File: src/design/assert_macros.svh
// ---------------------------------------------------------------------------
// assert_macros.svh
// Assertion shorthands for the Montgomery field ALU. They expect clk and
// rst_n in scope.
// ---------------------------------------------------------------------------
`ifndef ASSERT_MACROS_SVH
`define ASSERT_MACROS_SVH

// Clocked property, masked while reset is held
`define MFA_ASSERT(lbl, prop, msg) \
  lbl: assert property (@(posedge clk) disable iff (!rst_n) prop) else $error(msg);

// Same-cycle implication
`define MFA_ASSERT_IMP(lbl, ante, cons, msg) \
  `MFA_ASSERT(lbl, (ante) |-> (cons), msg)

`endif

File: src/design/mfa_pkg.sv
// ---------------------------------------------------------------------------
// mfa_pkg
// Shared constants and types of the Montgomery field ALU.
// ---------------------------------------------------------------------------
package mfa_pkg;

  localparam int LIMBS        = 6;
  localparam int LIMB_W       = 64;
  localparam int IW           = (LIMBS > 1) ? $clog2(LIMBS) : 1;
  localparam int CW           = IW + 1;
  localparam int TW           = IW + 1;
  localparam int NUM_MOD_REGS = 6;
  localparam int CFG_IDX_W    = 3;
  localparam int IDX_OUT_W    = 3;

  // register indexes
  localparam logic [CFG_IDX_W-1:0] CFG_MOD0 = 3'd0;
  localparam logic [CFG_IDX_W-1:0] CFG_N0   = 3'd6;

  // operation codes
  localparam logic [1:0] MODE_ADD = 2'd0;
  localparam logic [1:0] MODE_SUB = 2'd1;
  localparam logic [1:0] MODE_MUL = 2'd2;

  typedef logic [LIMBS-1:0][LIMB_W-1:0] limbs_t;

  typedef struct packed {
    logic [1:0] mode;
    limbs_t     a;
    limbs_t     b;
  } job_t;

  // job queue status towards the front (full) and the back (valid)
  typedef struct packed {
    logic valid;
    logic full;
  } q_stat_t;

  typedef struct packed {
    logic [LIMB_W-1:0]    limb;
    logic [IDX_OUT_W-1:0] index;
    logic                 last;
  } res_t;

  typedef enum logic [2:0] {
    ST_IDLE,
    ST_ADDSUB,
    ST_COND,
    ST_CLR,
    ST_MLD,
    ST_MMUL,
    ST_MWB,
    ST_PROP
  } back_state_t;

  typedef enum logic [1:0] {
    PH_PROD,
    PH_MINV,
    PH_REDC
  } mul_phase_t;

endpackage

File: src/design/mfa_jobq.sv
// ---------------------------------------------------------------------------
// mfa_jobq
// Two-entry job queue between the front and the back.
// ---------------------------------------------------------------------------
module mfa_jobq (
  input  logic                 clk,
  input  logic                 rst_n,
  input  logic                 push_i,
  input  mfa_pkg::job_t        job_i,
  input  logic                 pop_i,
  output mfa_pkg::job_t        job_o,
  output mfa_pkg::q_stat_t     stat_o
);
  import mfa_pkg::*;
  `include "assert_macros.svh"

  job_t       q_r [2];
  logic       wp_r, rp_r;
  logic [1:0] cnt_r;
  logic       do_pop;

  assign stat_o.valid = (cnt_r != 2'd0);
  assign stat_o.full  = (cnt_r == 2'd2);
  assign job_o        = q_r[rp_r];
  assign do_pop       = pop_i && stat_o.valid;

  // storage
  always_ff @(posedge clk) begin
    if (push_i) q_r[wp_r] <= job_i;
  end

  // pointers and fill level
  always_ff @(posedge clk) begin
    if (!rst_n) begin
      wp_r  <= 1'b0;
      rp_r  <= 1'b0;
      cnt_r <= 2'd0;
    end else begin
      if (push_i) wp_r <= ~wp_r;
      if (do_pop) rp_r <= ~rp_r;
      cnt_r <= cnt_r + 2'(push_i) - 2'(do_pop);
    end
  end

  `MFA_ASSERT_IMP(a_jq_no_overflow, push_i, cnt_r != 2'd2, "job pushed into full queue")
  `MFA_ASSERT(a_jq_push_lands, (push_i && !do_pop) |=> cnt_r != 2'd0, "job lost")

endmodule

File: config.mk
export PLATFORM = sky130hd
export DESIGN_NAME = mfa_jobq
export DESIGN_NICKNAME = d
export VERILOG_FILES = /design/src/design/mfa_pkg.sv /design/src/design/mfa_jobq.sv
export VERILOG_INCLUDE_DIRS = /design/src /design/src/design
export SDC_FILE = /design/constraint.sdc
export NUM_CORES = 1
export LEC_CHECK = 0
export BUFFER_PORTS_ARGS = -buffer_cell sky130_fd_sc_hd__buf_2
export CORE_AREA = 3 3 593 595
export CTS_CLUSTER_DIAMETER = 50
export DETAILED_ROUTE_END_ITERATION = 16
export DIE_AREA = 0 0 596 598
export PLACE_DENSITY = 0.3
export REMOVE_ABC_BUFFERS = 1
export SLEW_MARGIN = 15
export SYNTH_ARGS = -nofsm -noshare
export SYNTH_HDL_FRONTEND = slang
export SYNTH_SLANG_ARGS = --single-unit
File: constraint.sdc
create_clock -name clk -period 52.8 [get_ports clk]
set_input_delay 15.84 -clock clk [delete_from_list [all_inputs] [get_ports clk]]
set_output_delay 15.84 -clock clk [all_outputs]
set_load 0.02 [all_outputs]
==> results by group <==
Timing
  • Final hold violation count: 0
  • Setup repair after global routing missed its margin: no
  • Sum Neg Setup Slack: 0 ps
  • Worst-margin pin slew: 1067 ps
  • Fin crit share: 40.43%
  • Setup violators final: 0
  • Largest clock skew in the final design: 40.36 ps
  • Minimum clock period: 21350 ps
  • Highest Clock Rate: 0.04685 GHz
  • Final-report max-slew violation count: 0
  • Max-slew headroom: 28.87%
  • Final hold slack: 472.0 ps

Floorplanning
  • Top-Level Pins: between 1500 and 2000
  • Die span in y: 598 um
  • CORE AREA: approximately 350000 um2
  • Site row count: about 220
  • Die area: roughly 360000 um2
  • Floorplan die width: about 600 um
  • Initial core utilization: 16.45%

Route
  • Remaining design rule violation count: 0
  • Via count normalized by instance count: 3.465
  • ANT nets after route: 0
  • Number of DRC markers after the initial detailed-route iteration: ~1700
  • Metal-1 WL: 88.13 mm
  • Avg WL per Cell: 25.91 um
  • Top layer in use: met5
  • Met2 layer wire length in the routed design: 110.7 mm
  • Detail Route met3 WL: 27.36 mm
  • Drt pass-1 iters: 5
  • Routed wire length: 233.7 mm
  • Vias after detailed routing: roughly 31000

Worst setup path
  • Worst R2R Path Depth: 7
  • Critical path's slowest cell: buf_4
  • Arrival time worst endpoint: 5510 ps
  • Type of the worst setup path: reg2out
  • CP Data Required Time: between 30000 and 40000 ps
  • CP dominant cell by count: buf_4
  • Kind of launch point of the worst setup path: flop
  • Crit path capture type: primary output
  • Crit-path cells: buf_4 > buf_4 > buf_12 > buf_4 > mux2_2 > buf_2
  • Maximum fanout along the worst path: 79
  • Maximum single-stage delay on the critical path: 890 ps

Clock tree
  • Hold-fix buffer count after cts: 0
  • Register clock-pin slew on the reported worst setup and hold paths: 50 ps
  • Maximum level of the CTS H-tree: 5
  • CTS resizes: 0
  • Clock tree from TritonCTS: done
  • Insertion delay to the later sink of the worst-skew pair: between 800 and 900 ps
  • Total CTS buffers: 272
  • Buffer cell driving the clock tree root: clkbuf_16
  • Deepest clock path buffer count: 4
  • Number of sinks driven by the clock tree: 1545
  • Post-CTS setup-driven buffer insertion count: 0

Power
  • Maximum resistive drop on vdd: 0.02576 mV
  • Leakage power: between 20 and 30 nW
  • Power per standard cell area: 50.31 nW/um2

Global route
  • Via count of the first global-routing pass: 32439
  • All-layer global routing usage: 12.44%
  • Final global-route overflow total: 0
  • Pin count of the biggest net entering global routing: 125
  • Global-route wire length before repair: 301.5 mm
  • Initial antenna violation count: ~260

Synth
  • Area of the mapped netlist: 57000 um2
  • Dominant cell type by area after synthesis: edfxtp_1
  • Distinct cell type count after synthesis: 17
  • Synthesis-stage register bit count: between 1500 and 2000
  • Sequential cell area fraction in the yosys report: 81.31%
  • Post-synth top area share: between 80% and 90%
  • Count of synthesis-stage warnings from yosys: 0
  • Post-Synthesis Cells: 2419
  • Cell types occupying the most area after synthesis: edfxtp_1 (81%), mux2_2 (9.3%), mux2_4 (7.9%)
  • Synth Area per Inst: 23.56 um2

Place
  • Port Buffer Count: 1545
  • Half-perimeter wire length of the detailed placement result: 178.2 mm
  • Routability cong.: approximately 0.8

Cells and area
  • Share of cells above drive strength 1: between 60% and 70%
  • Post-layout net count: 4966
  • Commonest cells after routing, fill and taps aside: buf_2 (1545), edfxtp_1 (1540), mux2_2 (470)
  • Util after Layout: 22.96%
  • Commonest non-fill, non-tap cell in the layout: buf_2
  • Synthesis-to-finish area growth: 39.58%

Worst hold path
  • Min-delay worst type: reg2reg
  • Number of cells on the worst hold path: 2

Flow run
  • Max_cap viols: 0

Run status
  • Run status: completed
## path summary, 6_finish.rpt
| check | startpoint | slack [ps] | endpoint |
|---|---|---|---|
| setup / recovery | flop | 31450 | job_o[441] |
| setup reg to reg | wp_r$_SDFFE_PN0P_ | 47090 | q_r[0][390]$_DFFE_PP_ |
| hold reg to reg | rp_r$_SDFFE_PN0P_ | 470 | flop |
| hold / removal | rp_r$_SDFFE_PN0P_ | 470 | flop |
## critical path, delay by kind of cell, from the launching register on
kind / cells / cell delay, ps
buf+inv: 5 / 2930
flops: 1 / 760
mux: 1 / 430
## cell families (layout without fill, tap and decap cells)
logic type	after synthesis	in the layout	synth area share, %
mux	772	772	17.22
fa+ha+maj	2	2	0.04390
buf+inv	88	2078	1.264
xor+xnor	1	1	0.03951
flops	1545	1545	81.31
other cells	0	31	0
simple gates	9	9	0.09439
compound gates	2	2	0.02633
## synth_stat cells (all sizes together)
cell type  count
and2           2
buf           86
dfxtp          5
edfxtp      1540
ha             2
inv            2
mux2         770
mux2i          2
nand2          1
nand2b         1
nor2b          4
o21a           2
or2            1
xnor3          1
## routing by layer
metal	vias up	GRT usage, %
met4	166	3.018
met3	687	6.562
met2	1599	20.84
li1	13441	-
met5	-	0
met1	15350	13.83
## flip-flops by register name, summed over array words and instances, names as in the netlist, named ones only
| name | count |
|---|---|
| q_r | 1540 |
| wp_r | 1 |
| rp_r | 1 |
| cnt_r | 2 |
## cell type report
class                      count  area [um2]
clock inverter               188        2301
sequential                  1545       46350
antenna                       31       77.57
timing repair buffer        1583        8105
tap                         4578        5728
inverter                       2       7.507
fill                       36294      266900
multi-input combinational    786        9943
clock buffer                 305        7046
## through the flow
step / setup slack [ps] / power (mW) / instance area, um2 / std cells
final: 31450 / 4.003 / 79560 / 9018
after global routing: 31140 / 4.171 / 79490 / 8991
after CTS: 31270 / 4.096 / 79480 / 8987
after detailed placement: 31230 / 2.257 / 70130 / 8494
after global placement: 31200 / 2.258 / 70130 / 8494
after floorplan: 1594 / 2.307 / 56290 / 2333
## power breakdown
| group | total, mW | internal [mW] | switching, mW |
|---|---|---|---|
| clock network | 1.80 | 1.15 | 0.647 |
| logic | 0.761 | 0.288 | 0.473 |
| registers | 1.44 | 1.42 | 0.0198 |
Note: power is estimated with default switching activity, not from simulation.
