===== config.mk =====
export PLATFORM = sky130hd
export DESIGN_NAME = mfa_front
export DESIGN_NICKNAME = d
export VERILOG_FILES = /design/src/design/assert_macros.svh /design/src/design/mfa_pkg.sv /design/src/design/mfa_front.sv
export SDC_FILE = /design/constraint.sdc
export NUM_CORES = 2
export LEC_CHECK = 0
export ABC_AREA = 1
export BUFFER_PORTS_ARGS = -buffer_cell sky130_fd_sc_hd__buf_4
export CORE_AREA = 4 4 354 356
export DETAILED_ROUTE_END_ITERATION = 8
export DIE_AREA = 0 0 358 360
export PLACE_DENSITY = 0.6
export SLEW_MARGIN = 20
export SYNTH_ARGS = -nofsm -noshare
export SYNTH_HDL_FRONTEND = slang
export SYNTH_SLANG_ARGS = --single-unit
export TNS_END_PERCENT = 20

===== constraint.sdc =====
create_clock -name clk -period 2.9 [get_ports clk]
set_input_delay 0.435 -clock clk [delete_from_list [all_inputs] [get_ports clk]]
set_output_delay 0.435 -clock clk [all_outputs]
set_load 0.005 [all_outputs]

===== src/design/assert_macros.svh =====
// ---------------------------------------------------------------------------
// assert_macros.svh
// Assertion shorthands for the Montgomery field ALU. They expect clk and
// rst_n in scope.
// ---------------------------------------------------------------------------
`ifndef ASSERT_MACROS_SVH
`define ASSERT_MACROS_SVH

// Clocked property, masked while reset is held
`define MFA_ASSERT(lbl, prop, msg) \
  lbl: assert property (@(posedge clk) disable iff (!rst_n) prop) else $error(msg);

// Same-cycle implication
`define MFA_ASSERT_IMP(lbl, ante, cons, msg) \
  `MFA_ASSERT(lbl, (ante) |-> (cons), msg)

`endif


===== src/design/mfa_pkg.sv =====
// ---------------------------------------------------------------------------
// mfa_pkg
// Shared constants and types of the Montgomery field ALU.
// ---------------------------------------------------------------------------
package mfa_pkg;

  localparam int LIMBS        = 6;
  localparam int LIMB_W       = 64;
  localparam int IW           = (LIMBS > 1) ? $clog2(LIMBS) : 1;
  localparam int CW           = IW + 1;
  localparam int TW           = IW + 1;
  localparam int NUM_MOD_REGS = 6;
  localparam int CFG_IDX_W    = 3;
  localparam int IDX_OUT_W    = 3;

  // register indexes
  localparam logic [CFG_IDX_W-1:0] CFG_MOD0 = 3'd0;
  localparam logic [CFG_IDX_W-1:0] CFG_N0   = 3'd6;

  // operation codes
  localparam logic [1:0] MODE_ADD = 2'd0;
  localparam logic [1:0] MODE_SUB = 2'd1;
  localparam logic [1:0] MODE_MUL = 2'd2;

  typedef logic [LIMBS-1:0][LIMB_W-1:0] limbs_t;

  typedef struct packed {
    logic [1:0] mode;
    limbs_t     a;
    limbs_t     b;
  } job_t;

  // job queue status towards the front (full) and the back (valid)
  typedef struct packed {
    logic valid;
    logic full;
  } q_stat_t;

  typedef struct packed {
    logic [LIMB_W-1:0]    limb;
    logic [IDX_OUT_W-1:0] index;
    logic                 last;
  } res_t;

  typedef enum logic [2:0] {
    ST_IDLE,
    ST_ADDSUB,
    ST_COND,
    ST_CLR,
    ST_MLD,
    ST_MMUL,
    ST_MWB,
    ST_PROP
  } back_state_t;

  typedef enum logic [1:0] {
    PH_PROD,
    PH_MINV,
    PH_REDC
  } mul_phase_t;

endpackage


===== src/design/mfa_front.sv =====
// ---------------------------------------------------------------------------
// mfa_front
// Collects operand limbs beat by beat and hands a complete job to the queue
// on the beat marked final.
// ---------------------------------------------------------------------------
module mfa_front (
  input  logic                 clk,
  input  logic                 rst_n,
  input  logic                 push,
  output logic                 full,
  input  logic [1:0]           in_mode,
  input  logic [63:0]          in_operand_a_limb,
  input  logic [63:0]          in_operand_b_limb,
  input  logic                 in_final_limb,
  output logic                 job_push,
  output mfa_pkg::job_t        job,
  input  mfa_pkg::q_stat_t     jq_stat
);
  import mfa_pkg::*;

  limbs_t        a_r, b_r, a_nxt, b_nxt;
  logic [CW-1:0] cnt_r;
  logic          accept;

  assign full   = jq_stat.full;
  assign accept = push && !jq_stat.full;

  // merge this beat's limbs; excess limbs are dropped
  always_comb begin
    a_nxt = a_r;
    b_nxt = b_r;
    if (cnt_r < CW'(LIMBS)) begin
      a_nxt[cnt_r[IW-1:0]] = in_operand_a_limb;
      b_nxt[cnt_r[IW-1:0]] = in_operand_b_limb;
    end
    job.mode = in_mode;
    job.a    = a_nxt;
    job.b    = b_nxt;
    job_push = accept && in_final_limb;
  end

  // operand stores, cleared after each job
  always_ff @(posedge clk) begin
    if (!rst_n) begin
      a_r   <= '0;
      b_r   <= '0;
      cnt_r <= '0;
    end else if (accept) begin
      if (in_final_limb) begin
        a_r   <= '0;
        b_r   <= '0;
        cnt_r <= '0;
      end else begin
        a_r <= a_nxt;
        b_r <= b_nxt;
        if (cnt_r < CW'(LIMBS)) cnt_r <= cnt_r + CW'(1);
      end
    end
  end

endmodule


==> report_table.html <==
<table>
<tr><th>Metric</th><th>Value</th></tr>
<tr><th colspan="2">Clocking</th></tr>
<tr><td>Number of buffers created by CTS</td><td>91</td></tr>
<tr><td>Clock root buffer master</td><td>clkbuf_16</td></tr>
<tr><td>Clk sink count</td><td>772</td></tr>
<tr><td>Clock buffer depth</td><td>3</td></tr>
<tr><td>Worst-skew pair later-pin latency</td><td>0.67 ns</td></tr>
<tr><td>TritonCTS clock tree</td><td>yes</td></tr>
<tr><td>Maximum level of the CTS H-tree</td><td>3</td></tr>
<tr><td>Reg clk slew, reported paths</td><td>about 0.06 ns</td></tr>
<tr><th colspan="2">STA</th></tr>
<tr><td>RSZ-0062 raised after global routing</td><td>true</td></tr>
<tr><td>Worst Tran Pin Value</td><td>0.8009 ns</td></tr>
<tr><td>Setup skew after layout</td><td>0.02880 ns</td></tr>
<tr><td>Maximum clock rate</td><td>346.0 MHz</td></tr>
<tr><td>Hold violation count in the final report</td><td>0</td></tr>
<tr><td>Period Utilization, post-route</td><td>0.9966</td></tr>
<tr><td>Crit path time final</td><td>between 2 and 3 ns</td></tr>
<tr><td>Headroom to the max-slew limit</td><td>0.4661</td></tr>
<tr><td>Total setup violations reported at the end of the flow</td><td>0</td></tr>
<tr><td>Number of pins with negative max-slew slack in the final report</td><td>0</td></tr>
<tr><th colspan="2">Die</th></tr>
<tr><td>Die height</td><td>360 um</td></tr>
<tr><td>FP Rows</td><td>128</td></tr>
<tr><td>Horiz. Die Dim</td><td>358 um</td></tr>
<tr><td>Io pins</td><td>908</td></tr>
<tr><td>Floorplan die area</td><td>128900 sq um</td></tr>
<tr><td>Starting density of the core</td><td>0.3546</td></tr>
<tr><td>Area of the core</td><td>121700 sq um</td></tr>
<tr><th colspan="2">Run</th></tr>
<tr><td>Total of max-cap violations</td><td>0</td></tr>
<tr><th colspan="2">Global routing</th></tr>
<tr><td>Antenna violations before repair</td><td>6</td></tr>
<tr><td>Largest net degree at the start of global routing</td><td>around 120</td></tr>
<tr><td>Total global routing overflow</td><td>0</td></tr>
<tr><td>Global-route wire length before repair</td><td>284500 um</td></tr>
<tr><td>Via count of the first global-routing pass</td><td>approximately 43000</td></tr>
<tr><td>GR Util All Layers</td><td>0.2890</td></tr>
<tr><th colspan="2">Placement</th></tr>
<tr><td>Detailed Place HPWL</td><td>131600 um</td></tr>
<tr><td>Number of placed instances, taps included</td><td>8900</td></tr>
<tr><td>Count of input and output buffers</td><td>902</td></tr>
<tr><td>Final Wtd Congestion</td><td>just under 0.9</td></tr>
<tr><th colspan="2">Critical path</th></tr>
<tr><td>Arrival time at the worst endpoint</td><td>2.46 ns</td></tr>
<tr><td>Worst R2R Path Depth</td><td>8</td></tr>
<tr><td>Startpoint of the most critical register-to-register path</td><td>cnt_r[3]</td></tr>
<tr><td>Cell chain of the critical path</td><td>inv_16 &gt; nand2_4 &gt; buf_12 &gt; nor2_4 &gt; nand2_1 &gt; nand2_1 &gt; buf_4</td></tr>
<tr><td>Element type at the critical path end</td><td>primary output</td></tr>
<tr><td>Launch point of the critical path</td><td>cnt_r[3]</td></tr>
<tr><td>Maximum single-stage delay on the critical path</td><td>approximately 0.41 ns</td></tr>
<tr><td>Crit Path Max Fanout</td><td>38</td></tr>
<tr><td>Most used cell, CP</td><td>nand2_1</td></tr>
<tr><td>Standard cell with the maximum stage delay on the critical path</td><td>dfxtp_4</td></tr>
<tr><td>Type of the worst setup path</td><td>flip-flop to primary output</td></tr>
<tr><td>Worst R2R Setup Slack</td><td>approximately 0.97 ns</td></tr>
<tr><td>Worst setup path endpoint</td><td>job[570]</td></tr>
<tr><td>RR Endpoint</td><td>a_r[186]</td></tr>
<tr><td>Startpoint type of the worst setup path</td><td>flip-flop</td></tr>
<tr><td>Worst path required time</td><td>2.47 ns</td></tr>
<tr><th colspan="2">Logic synthesis</th></tr>
<tr><td>Dominant cells by area after synthesis</td><td>dfxtp_1 36%, nand2_1 16%, nand3_1 13%</td></tr>
<tr><td>Post-synth top area share</td><td>0.3581</td></tr>
<tr><td>Netlist cell types</td><td>23</td></tr>
<tr><td>Flip-flop and latch count after synthesis</td><td>between 700 and 800</td></tr>
<tr><td>Ys Warns</td><td>0</td></tr>
<tr><td>Proportion of register bits with asynchronous set or reset after synthesis</td><td>0</td></tr>
<tr><td>Post-synthesis cell type with the largest combined area</td><td>dfxtp_1</td></tr>
<tr><td>Per-instance average area after synthesis</td><td>6.366 sq um</td></tr>
<tr><td>Net count of the mapped netlist</td><td>6917</td></tr>
<tr><td>Most numerous cell types in the synthesized netlist</td><td>1895 x nand2_1, 1091 x nand3_1, 782 x inv_1</td></tr>
<tr><td>Synthesized netlist cell count</td><td>6780</td></tr>
<tr><td>Number of enable flip-flop cells after synthesis</td><td>0</td></tr>
<tr><td>Most used DFF post-synth</td><td>dfxtp_1</td></tr>
<tr><td>Most frequently used cell type in the post-synthesis netlist</td><td>nand2_1</td></tr>
<tr><td>Synthesized cell area</td><td>43160 sq um</td></tr>
<tr><td>Fraction of the yosys area taken by sequential cells</td><td>0.3581</td></tr>
<tr><th colspan="2">Detailed routing</th></tr>
<tr><td>Initial DRC Count</td><td>5328</td></tr>
<tr><td>Routed length per placed instance</td><td>about 22 um</td></tr>
<tr><td>Via total after detailed routing</td><td>48670</td></tr>
<tr><td>Final ANT Viol Nets</td><td>0</td></tr>
<tr><td>First-pass detailed-route iteration total</td><td>6</td></tr>
<tr><td>Detail-routed via count per cell</td><td>5.342</td></tr>
<tr><td>DRC</td><td>0</td></tr>
<tr><td>WL final</td><td>204800 um</td></tr>
<tr><th colspan="2">Power and ir drop</th></tr>
<tr><td>PD cells</td><td>464.9 nW/um^2</td></tr>
<tr><td>Worst vdd ir</td><td>roughly 0.46 mV</td></tr>
<tr><td>Power consumption</td><td>25.89 mW</td></tr>
<tr><td>Leak</td><td>24.21 nW</td></tr>
<tr><th colspan="2">Final layout</th></tr>
<tr><td>Signed area change from the synthesized netlist to the final layout</td><td>29.03%</td></tr>
<tr><td>Number of fill cells in the layout</td><td>roughly 12000</td></tr>
<tr><td>Number of nets in the final layout</td><td>between 7000 and 8000</td></tr>
<tr><td>Number of cells in the finished layout apart from fillers</td><td>9112</td></tr>
<tr><td>Fraction of final layout cells sized beyond drive strength 1</td><td>0.1774</td></tr>
<tr><th colspan="2">Run status</th></tr>
<tr><td>Outcome</td><td>finished clean</td></tr>
<tr><th colspan="2">Min path</th></tr>
<tr><td>Worst min-delay path class</td><td>input pin to flip-flop</td></tr>
</table>
[worst min-delay path by stage]
stage,start,depth (start not counted),to,slack [ns]
finish,in_final_limb,4,cnt_r[2],0.21
global route,in_final_limb,4,cnt_r[2],0.18
CTS,in_final_limb,4,cnt_r[2],0.16
detailed placement,b_r[18],2,b_r[18],0.46
global placement,b_r[348],2,b_r[348],0.45
floorplan,cnt_r[3],2,cnt_r[3],0.44
[critical path, delay by kind of cell (launching register included)]
family	cells	cell delay, ns
AND/OR/NAND/NOR	4	0.70
flip-flops	1	0.41
buffers and inverters	3	0.60
[state kept, by name, indices dropped and copies added, names as in the netlist]
register,count
a_r,384
b_r,384
cnt_r,4
[layout by cell type, fill, tap and decap left out, types with 2 or more instances in the layout]
master	netlist	routed
nand3_4	0	6
nand2_2	0	4
inv_2	6	2
nand2_4	0	2
nand2_1	1895	1889
buf_12	0	53
nand3_1	1091	1083
diode_2	0	2
and2_1	651	607
nand4_1	219	219
dfxtp_1	772	768
clkinv_2	0	16
inv_16	0	3
bufinv_16	0	7
dfxtp_4	0	4
a21oi_1	771	771
buf_16	0	24
nor2_1	33	14
clkinv_16	0	2
clkbuf_1	161	20
inv_6	0	3
buf_8	0	3
nor2_2	22	27
inv_1	782	782
nand3_2	0	2
clkbuf_8	0	20
and2_4	0	43
inv_8	0	3
clkbuf_16	0	110
clkinvlp_4	0	4
buf_6	9	8
buf_4	21	962
nor2_4	1	15
[where the power goes]
group          switching [mW]  internal [mW]  total, mW  leakage (nW)
logic                    1.93          0.978       2.91          16.4
registers              0.0424           10.7       10.7          6.23
clock network            5.11           7.14       12.3          1.54
[cell families after synthesis]
group	share of synthesized area
AOI/OAI and AO/OA	0.08972
xor gates and xnor gates	0.0002030
adders and majority gates	0.0002898
buffers and inverters	0.1275
DFF	0.3581
and+or+nand+nor	0.4242
[stage by stage]
| step | setup WS [ns] | setup TNS (ns) | utilization | hold WS [ns] | instance area, sq um |
|---|---|---|---|---|---|
| 6_report | 0.009973 | 0 | 0.4576 | 0.2087 | 55690 |
| 5_1_grt | -0.05730 | -0.6936 | 0.4575 | 0.1799 | 55690 |
| 4_1_cts | -0.1413 | -6.692 | 0.4520 | 0.1570 | 55010 |
| 3_5_place_dp | 0.3840 | 0 | 0.4208 | 0.4551 | 51220 |
| 3_3_place_gp | 0.3724 | 0 | 0.4208 | 0.4507 | 51220 |
| 2_1_floorplan | 1.170 | 0 | - | 0.4443 | 43160 |
[what timing repair did]
| action | CTS | global route |
|---|---|---|
| hold endpoints to repair | 2 | 0 |
| gates cloned | 7 | 17 |
| resized for setup | 75 | 77 |
| pin swaps | 3 | 11 |
| setup endpoints to repair | 739 | 680 |
| hold buffers | 1 | 0 |
| buffers inserted | 13 | 6 |
[final cells by class]
type                            count  area (sq um)  area share
Sequential cell                   772         15470      0.2778
Clock buffer                      134          2714     0.04873
Inverter                          790          3012     0.05407
Multi-Input combinational cell   4689         22550      0.4048
Clock inverter                     32         429.2    0.007706
Timing Repair Buffer             1067          9478      0.1702
Antenna cell                        2         5.005  0.00008986
Timing Repair inverter              1         8.758   0.0001573
Tap cell                         1625          2033     0.03651
[metal layers]
metal  vias up  global-route usage  wire [um]
met5         -                   0         21
met4         4              0.1562      12690
met3       429             0.06841      19550
met2      2391              0.4676      94150
met1     22960              0.3543      78380
li1      22890                   -          -
No activity file was read; power rests on OpenSTA's default activity.
